==> src/sv/polyhedral_point_location_core_defines.svh <==
// Assertion macros for the file that carries concurrent checks.
// Both macros expect a signal named clk in the enclosing scope; PPL_ASSERT also expects arst_n.
`ifndef POLYHEDRAL_POINT_LOCATION_CORE_DEFINES_SVH
`define POLYHEDRAL_POINT_LOCATION_CORE_DEFINES_SVH

`ifndef SYNTHESIS
// Check that is switched off while reset is asserted.
`define PPL_ASSERT(label, prop, msg) \
	label: assert property (@(posedge clk) disable iff (!arst_n) prop) else $error(msg);
// Check that also holds while reset is asserted.
`define PPL_ASSERT_ANY(label, prop, msg) \
	label: assert property (@(posedge clk) prop) else $error(msg);
`else
`define PPL_ASSERT(label, prop, msg)
`define PPL_ASSERT_ANY(label, prop, msg)
`endif

`endif

==> src/sv/ppl_pkg.sv <==
package ppl_pkg;

	// Width of every value field on the input stream and fractional bits of Q16.16.
	localparam int VALUE_FIELD_W = 32;
	localparam int FRAC_BITS     = 16;
	localparam int POINT_FIELDS  = 4;

	// Input tdata layout, lowest bit first.
	localparam int REGION_LSB  = 0;
	localparam int REGION_W    = 4;
	localparam int ROW_LSB     = 4;
	localparam int ROW_FIELD_W = 4;
	localparam int COL_LSB     = 8;
	localparam int COL_W       = 2;
	localparam int COEF_LSB    = 10;
	localparam int BOUND_LSB   = 42;
	localparam int COUNT_LSB   = 74;
	localparam int COUNT_W     = 5;
	localparam int POINT0_LSB  = 79;
	localparam int IN_TDATA_W  = 208;
	localparam int IN_TUSER_W  = 2;

	// Output stream layout.
	localparam int HIT_W       = 4;
	localparam int OUT_TDATA_W = 8;
	localparam int OUT_TUSER_W = 1;

	// Configuration registers.
	localparam int DIMS_W      = 3;
	localparam int REGIONS_W   = 5;
	localparam int CFG_DATA_W  = 5;
	localparam int CFG_INDEX_W = 1;
	localparam logic [CFG_INDEX_W-1:0] REG_DIMS    = 1'b0;
	localparam logic [CFG_INDEX_W-1:0] REG_REGIONS = 1'b1;

	// Region scan counter; the region register never exceeds 31.
	localparam int SCAN_W = REGIONS_W;

	typedef enum logic [1:0] {
		OP_WR_COEF,
		OP_WR_BOUND,
		OP_WR_COUNT,
		OP_LOCATE
	} op_t;

	typedef struct packed {
		logic wr_coef;
		logic wr_bound;
		logic wr_count;
		logic load_point;
		logic rd_count;
		logic clear_fail;
		logic issue;
	} cmd_t;

	typedef struct packed {
		logic region_active;
		logic busy;
		logic fail;
	} stat_t;

endpackage

==> src/sv/ppl_ctrl.sv <==
module ppl_ctrl #(
	parameter int MAX_REGIONS     = 16,
	parameter int MAX_CONSTRAINTS = 16,
	parameter int MAX_DIMS        = 4,
	localparam int ROW_W = (MAX_CONSTRAINTS > 1) ? $clog2(MAX_CONSTRAINTS) : 1,
	localparam int CNT_W = $clog2(MAX_CONSTRAINTS + 1)
) (
	input  logic                            clk,
	input  logic                            arst_n,
	input  logic                            s_tvalid,
	output logic                            s_tready,
	input  logic [ppl_pkg::IN_TDATA_W-1:0]  s_tdata,
	input  logic [ppl_pkg::IN_TUSER_W-1:0]  s_tuser,
	output logic                            m_tvalid,
	input  logic                            m_tready,
	output logic [ppl_pkg::OUT_TDATA_W-1:0] m_tdata,
	output logic [ppl_pkg::OUT_TUSER_W-1:0] m_tuser,
	input  logic                            cfg_valid,
	output logic                            cfg_ready,
	input  logic [ppl_pkg::CFG_INDEX_W-1:0] cfg_index,
	input  logic [ppl_pkg::CFG_DATA_W-1:0]  cfg_data,
	output ppl_pkg::cmd_t                   cmd,
	input  ppl_pkg::stat_t                  stat,
	output logic [ppl_pkg::DIMS_W-1:0]      dims,
	output logic [ppl_pkg::SCAN_W-1:0]      scan_region,
	output logic [ROW_W-1:0]                scan_row,
	input  logic [CNT_W-1:0]                row_count
);
	import ppl_pkg::*;

	typedef enum logic [2:0] {
		ST_IDLE,
		ST_REGION,
		ST_COUNT,
		ST_ROWS,
		ST_DRAIN,
		ST_DONE
	} state_t;

	state_t                 state_q;
	logic [DIMS_W-1:0]      dims_q;
	logic [REGIONS_W-1:0]   regions_q;
	logic [SCAN_W-1:0]      scan_q;
	logic [ROW_W-1:0]       row_q;
	logic [CNT_W-1:0]       rows_q;
	logic                   found_q;
	logic [HIT_W-1:0]       hit_q;
	logic                   m_valid_q;
	logic                   m_found_q;
	logic [HIT_W-1:0]       m_hit_q;

	logic [REGIONS_W-1:0]   nreg;
	op_t                    op;
	logic                   accept;
	logic [REGION_W-1:0]    region_f;
	logic [ROW_FIELD_W-1:0] row_f;
	logic [COL_W-1:0]       col_f;
	logic [COUNT_W-1:0]     count_f;
	logic                   region_ok;
	logic                   row_ok;
	logic                   col_ok;
	logic                   count_ok;
	logic                   last_row;
	logic                   scan_end;
	logic                   out_load;

	assign nreg = (32'(regions_q) > MAX_REGIONS) ? REGIONS_W'(MAX_REGIONS) : regions_q;

	assign op        = op_t'(s_tuser);
	assign accept    = s_tvalid && s_tready;
	assign region_f  = s_tdata[REGION_LSB +: REGION_W];
	assign row_f     = s_tdata[ROW_LSB +: ROW_FIELD_W];
	assign col_f     = s_tdata[COL_LSB +: COL_W];
	assign count_f   = s_tdata[COUNT_LSB +: COUNT_W];
	assign region_ok = REGIONS_W'(region_f) < nreg;
	assign row_ok    = 32'(row_f) < MAX_CONSTRAINTS;
	assign col_ok    = 32'(col_f) < MAX_DIMS;
	assign count_ok  = (count_f != '0) && (32'(count_f) <= MAX_CONSTRAINTS);
	assign last_row  = (32'(row_q) + 32'd1) == 32'(rows_q);
	assign scan_end  = scan_q >= nreg;
	assign out_load  = (state_q == ST_DONE) && (!m_valid_q || m_tready);

	always_comb begin
		cmd            = '0;
		cmd.wr_coef    = accept && (op == OP_WR_COEF) && region_ok && row_ok && col_ok;
		cmd.wr_bound   = accept && (op == OP_WR_BOUND) && region_ok && row_ok;
		cmd.wr_count   = accept && (op == OP_WR_COUNT) && region_ok && count_ok;
		cmd.load_point = accept && (op == OP_LOCATE);
		cmd.rd_count   = (state_q == ST_REGION) && !scan_end && stat.region_active;
		cmd.clear_fail = state_q == ST_COUNT;
		cmd.issue      = state_q == ST_ROWS;
	end

	always_ff @(posedge clk or negedge arst_n) begin
		if (!arst_n) begin
			state_q   <= ST_IDLE;
			dims_q    <= DIMS_W'(1);
			regions_q <= '0;
			scan_q    <= '0;
			row_q     <= '0;
			rows_q    <= '0;
			found_q   <= 1'b0;
			hit_q     <= '0;
			m_valid_q <= 1'b0;
			m_found_q <= 1'b0;
			m_hit_q   <= '0;
		end else begin
			if (cfg_valid) begin
				unique case (cfg_index)
					REG_DIMS: begin
						dims_q <= cfg_data[DIMS_W-1:0];
					end
					REG_REGIONS: begin
						regions_q <= cfg_data[REGIONS_W-1:0];
					end
					default: begin
					end
				endcase
			end

			if (out_load) begin
				m_valid_q <= 1'b1;
			end else if (m_valid_q && m_tready) begin
				m_valid_q <= 1'b0;
			end

			unique case (state_q)
				ST_IDLE: begin
					if (cmd.load_point) begin
						scan_q  <= '0;
						state_q <= ST_REGION;
					end
				end
				ST_REGION: begin
					if (scan_end) begin
						found_q <= 1'b0;
						hit_q   <= '0;
						state_q <= ST_DONE;
					end else if (!stat.region_active) begin
						scan_q <= scan_q + 1'b1;
					end else begin
						state_q <= ST_COUNT;
					end
				end
				ST_COUNT: begin
					row_q   <= '0;
					rows_q  <= row_count;
					state_q <= ST_ROWS;
				end
				ST_ROWS: begin
					if (last_row) begin
						state_q <= ST_DRAIN;
					end else begin
						row_q <= row_q + 1'b1;
					end
				end
				ST_DRAIN: begin
					if (!stat.busy) begin
						if (!stat.fail) begin
							found_q <= 1'b1;
							hit_q   <= scan_q[HIT_W-1:0];
							state_q <= ST_DONE;
						end else begin
							scan_q  <= scan_q + 1'b1;
							state_q <= ST_REGION;
						end
					end
				end
				ST_DONE: begin
					if (out_load) begin
						m_found_q <= found_q;
						m_hit_q   <= hit_q;
						state_q   <= ST_IDLE;
					end
				end
				default: begin
					state_q <= ST_IDLE;
				end
			endcase
		end
	end

	assign s_tready    = state_q == ST_IDLE;
	assign cfg_ready   = 1'b1;
	assign m_tvalid    = m_valid_q;
	assign m_tdata     = OUT_TDATA_W'(m_hit_q);
	assign m_tuser     = m_found_q;
	assign dims        = dims_q;
	assign scan_region = scan_q;
	assign scan_row    = row_q;

endmodule

==> config.mk <==
export PLATFORM = sky130hd
export DESIGN_NAME = ppl_ctrl
export DESIGN_NICKNAME = d
export VERILOG_FILES = /design/src/sv/polyhedral_point_location_core_defines.svh /design/src/sv/ppl_pkg.sv /design/src/sv/ppl_ctrl.sv
export SDC_FILE = /design/constraint.sdc
export NUM_CORES = 1
export LEC_CHECK = 0
export BUFFER_PORTS_ARGS = -buffer_cell sky130_fd_sc_hd__buf_2
export CELL_PAD_IN_SITES_DETAIL_PLACEMENT = 0
export CELL_PAD_IN_SITES_GLOBAL_PLACEMENT = 1
export CORE_MARGIN = 2
export CORE_UTILIZATION = 20
export CTS_BUF_LIST = sky130_fd_sc_hd__clkbuf_4 sky130_fd_sc_hd__clkbuf_8
export CTS_CLUSTER_SIZE = 8
export DETAILED_ROUTE_END_ITERATION = 10
export GPL_ROUTABILITY_DRIVEN = 0
export PLACE_DENSITY_LB_ADDON = 0.1
export SLEW_MARGIN = 40
export SYNTH_ARGS = -nofsm -noshare
export SYNTH_HDL_FRONTEND = slang
export SYNTH_SLANG_ARGS = --single-unit
==> constraint.sdc <==
create_clock -name clk -period 2.1 [get_ports clk]
set_input_delay 0.105 -clock clk [delete_from_list [all_inputs] [get_ports clk]]
set_output_delay 0.105 -clock clk [all_outputs]
set_load 0.02 [all_outputs]
-- Yosys cells after proc, flatten, opt, wreduce, memory -nomap -nowiden
Index checks and enable logic that the tools add are counted.
- memories: 0
- register bits after elaboration: 36
- input port bits: 229
- word-level logic and storage cells: 97
- bits in read-only memories: 0
- output and inout bits: 31
- latch bits: 0
- memory bits (writable): 0
- equality and inequality tests: 20
- multipliers: 0
- $add $sub $neg: 3
- $lt $le $gt $ge: 4
- shift-type cells: 0
- div/mod/pow operators: 0
- multiplexer cells: 27
- bitwise logic cells: 1
- reductions and logical operators: 31
- operators by type and width (operator ; number):
    $mux 5 ; 6
    $mux 3 ; 7
    $pmux 3 s6 ; 1
    $mux 4 ; 4
    $ne 2x2->1 const B ; 8
    $pmux 4 s2 ; 2
    $pmux 5 s3 ; 1
    $logic_and 1x1->1 ; 14
    $reduce_and 2->1 ; 4
    $eq 3x2->1 const B ; 2
    $eq 3x3->1 const B ; 2
    $reduce_and 6->1 ; 1
    $reduce_bool 2->1 ; 3
    $add 4x1->5 const B ; 1
    $add 5x1->5 const B ; 1
    $eq 5x5->1 ; 1
    $ge 5x5->1 ; 1
    $gt 5x5->1 const B ; 1
    $le 5x5->1 const B ; 1
    $lt 4x5->1 ; 1
    $mux 1 ; 5
    $reduce_and 5->1 ; 1
    $reduce_bool 5->1 ; 1
    $add 4x1->4 const B ; 1
    13 further kinds ; 16

-- Longest topological paths before layout
- word-level depth: 6
- mapped depth: 9
- depth with buffers taken out: 8

-- Worst setup path before layout
OpenSTA, ideal clock, no wires.
- kind: reg-to-output
- start point: register state_q[0]
- end point: output cmd[5] (netlist name)
- data arrival time: 2163 ps
- setup slack: -168 ps
- cell stages (with the launch flop): 8
- cells stage by stage: dfrtp_1 > buf_6 > clkbuf_1 > nor3_1 > nand2_1 > a21oi_1 > o21ai_0 > nor3b_1
- RTL lines (item ; line ; text):
    from (decl) ; ppl_ctrl.sv:40 ; state_t state_q;
    from (signal assigned) ; ppl_ctrl.sv:96 ; state_q <= ST_IDLE;
    from (signal assigned) ; ppl_ctrl.sv:131 ; state_q <= ST_REGION;
    from (signal assigned) ; ppl_ctrl.sv:138 ; state_q <= ST_DONE;
    to (decl) ; ppl_ctrl.sv:22 ; output ppl_pkg::cmd_t cmd,

==> impl_metrics.py <==
metrics = {
    "critical_path": {
        "cp.arrival_ps": 1950,
        "r2r-start": "regions_q[4]",
        "cp-end-kind": "primary output",
        "startpoint_type": "flip-flop",
        "worstSetupPathType": "flip-flop to primary output",
        "critPathMaxFanout": 3,
        "r2r_end": "scan_region[3]",
        "r2r_cells": 8,
        "r2r_slack_ps": 60,
        "crit_chain": "inv_2 -> nand2_4 -> ha_4 -> a21o_1 -> a31oi_4 -> o21ai_1 -> buf_4 -> nor2_4 -> buf_6",
        "worstPathRequired_ps": 2000,
        "cp_slowest_cell": "dfrtp_1",
        "crit_path_max_incr_delay_ps": 400,
    },
    "min_path": {
        "hold_class": "input pin to flip-flop",
        "hold_start": "row_count[2]",
        "worstHoldEndpoint": "rows_q[2]",
        "hold_depth": 3,
    },
    "flow_run": {
        "drv_cap": 0,
    },
    "floorplanning": {
        "core_area_sq_um": 10370,
        "die_h_um": 107.7,
        "io_pins": 260,
        "die_w_um": 107.7,
        "initial_core_util_pct": 20.75,
        "dieArea_sq_um": 11610,
        "rows": 37,
    },
    "final_layout": {
        "drive_above_1_share_pct": 45.18,
        "multi_input_area_sq_um": 1247,
        "diodes": 0,
        "fin_cells": 437,
        "final_common_cell": "buf_2",
        "area_delta_synth_final_pct": 38.43,
        "final_nets": 539,
        "regArea_sq_um": 902.1,
        "fin_util_pct": 28.73,
        "final_cell_mix": "52 x buf_2, 35 x dfrtp_1, 28 x buf_4",
        "fillers": 1142,
        "stdcell_area_sq_um": 2979,
    },
    "timing": {
        "hold_viol_final": 0,
        "post-route-period-util_pct": 97.95,
        "max_freq_mhz": 486.1,
        "maxSlewViolCount": 0,
        "fin_skew_ps": 6.655,
        "grt_setup_unrepaired": "yes",
        "max_slew_margin_pct": 56.54,
        "setup_tns_ps": 0,
        "worst_slack_ps": 42.96,
        "timing.hold.ws_ps": 17.63,
        "period_minus_slack_ps": 2057,
        "setup_violations": 0,
        "tightest_slew_ps": 651.8,
    },
    "clock_tree": {
        "cts_buffer_depth": 2,
        "htree_levels": 2,
        "clkTransAtPathRegs_ps": 90,
        "ctsRootBufferMaster": "clkbuf_8",
        "clk-insertion-delay-late_ps": 300,
        "cts_sinks": 36,
        "cts_buffers": 5,
        "cts_tree": "done",
    },
    "global_routing": {
        "grt_usage_pct": 10.87,
        "grt_max_degree": 25,
        "grt_pass1_wl_um": 9708,
        "first_global_vias": 1832,
        "antenna_found_initial": 1,
        "grt_overflow": 0,
    },
    "route": {
        "drtIter0Drc": 75,
        "vias": 1855,
        "route.detailed.drc": 0,
        "drt_wl_total_um": 6035,
        "via_per_inst": 4.245,
        "ant_nets": 0,
        "wire_per_inst_um": 13.81,
        "first_pass_iters": 4,
    },
    "yosys": {
        "ys_types": 52,
        "seq_area_frac_synth_pct": 41.92,
        "yosys_warnings": 0,
        "synthArstFlopShare_pct": 100.0,
        "ys_seq_elements": 36,
        "ys.flop_type": "dfrtp_1",
        "synth-edff-count": 0,
        "synthCells": 217,
        "synth_area_sq_um": 2152,
        "avgSynthCellArea_sq_um": 9.917,
    },
    "power_and_ir_drop": {
        "powerDensity_nw_per_um2": 1245,
        "p_leak_nw": 1.446,
        "vdd_drop_max_mv": 0.3334,
        "total_power_mw": 3.708,
    },
    "place": {
        "portBuffers": 55,
        "place_hpwl_um": 4591,
        "preCtsSetupSlack_ps": -141.6,
        "placedCellCount": 424,
        "dpl_cell_area_sq_um": 2716,
    },
    "outcome": {
        "outcome": "finished, final reports clean",
    },
}
## Yosys cell counts (2+ instances only)
master / number / area, sq um
a21o_1: 5 / 37.54
xnor2_1: 2 / 17.52
nor2_1: 9 / 33.78
xor2_1: 5 / 43.79
or4_1: 3 / 22.52
nor3b_1: 3 / 22.52
conb_1: 2 / 7.510
nand2_1: 30 / 112.6
o22ai_1: 3 / 18.77
a21oi_1: 6 / 30.03
nand2b_1: 5 / 31.28
inv_1: 9 / 33.78
nor2b_1: 4 / 25.02
clkbuf_1: 2 / 7.510
mux2i_1: 2 / 20.02
a31oi_1: 3 / 18.77
buf_6: 3 / 33.78
o31ai_1: 4 / 30.03
dfrtp_1: 35 / 875.8
mux2_2: 17 / 191.4
nand3_1: 9 / 45.04
ha_1: 10 / 125.1
o21ai_0: 9 / 45.04
nand3b_1: 2 / 15.01
a21boi_0: 2 / 15.01
nor3_1: 3 / 15.01
buf_4: 5 / 37.54
## worst max path at each step
stage	start	end	cells after the start
2_1_floorplan	scan_region[0]	scan_region[4]	7
3_3_place_gp	regions_q[4]	scan_region[3]	8
4_1_cts	regions_q[4]	cmd[2]	9
5_1_grt	regions_q[4]	state_q[0]	10
3_5_place_dp	regions_q[4]	scan_region[2]	9
6_report	regions_q[4]	cmd[2]	9
## critical path, delay by kind of cell, from the launching register on
kind            cells  cell delay (ps)
flops               1              400
fa+ha+maj           1              220
buf+inv             3              370
compound gates      3              520
simple gates        2              140
## layer usage
metal | global-route usage, % | part of all wire, %
met5 | 0 | 0.20
met4 | 3.388 | 1.1
met3 | 3.450 | 6.4
met2 | 15.45 | 43
met1 | 15.52 | 49
## where the power goes
group | internal, mW | leakage, nW | switching, mW
clock | 0.352 | 0.0541 | 0.292
combinational | 0.903 | 0.934 | 1.11
sequential | 0.899 | 0.458 | 0.149
total | 2.15 | 1.45 | 1.55
## state kept, by name (all words and copies together), names as in the netlist
name,flops
m_tuser,1
m_tvalid,1
m_hit_q,4
scan_region,5
state_q,3
hit_q,4
scan_row,4
regions_q,5
found_q,1
rows_q,5
dims,3
## cell families (layout without fill, tap and decap cells)
| logic type | count (synthesis) | in the layout | share of synthesized area, % |
|---|---|---|---|
| AOI/OAI and AO/OA | 45 | 45 | 15.12 |
| xor gates and xnor gates | 7 | 7 | 2.849 |
| adders and majority gates | 11 | 11 | 6.279 |
| buffers and inverters | 20 | 101 | 5.465 |
| DFF | 36 | 36 | 41.92 |
| muxes | 19 | 19 | 9.825 |
| other | 2 | 5 | 0.3490 |
| and+or+nand+nor | 77 | 77 | 18.20 |
## layout make-up
| type | count | share of cell area [%] |
|---|---|---|
| inverters | 9 | 1.134 |
| multi-input cells | 164 | 41.87 |
| clock inverters | 3 | 1.428 |
| clock buffers | 5 | 2.310 |
| repair buffers | 84 | 17.26 |
| well taps | 136 | 5.712 |
| flip-flops and latches | 36 | 30.28 |
## timing repair
| item | CTS | global route |
|---|---|---|
| pin swaps | 4 | 13 |
| gates resized for setup | 12 | 15 |
| buffers inserted | 3 | 2 |
| setup endpoints to repair | 11 | 9 |
| hold endpoints to repair | 21 | 0 |
| hold buffers | 1 | 0 |
Note: power is estimated with default switching activity, not from simulation.
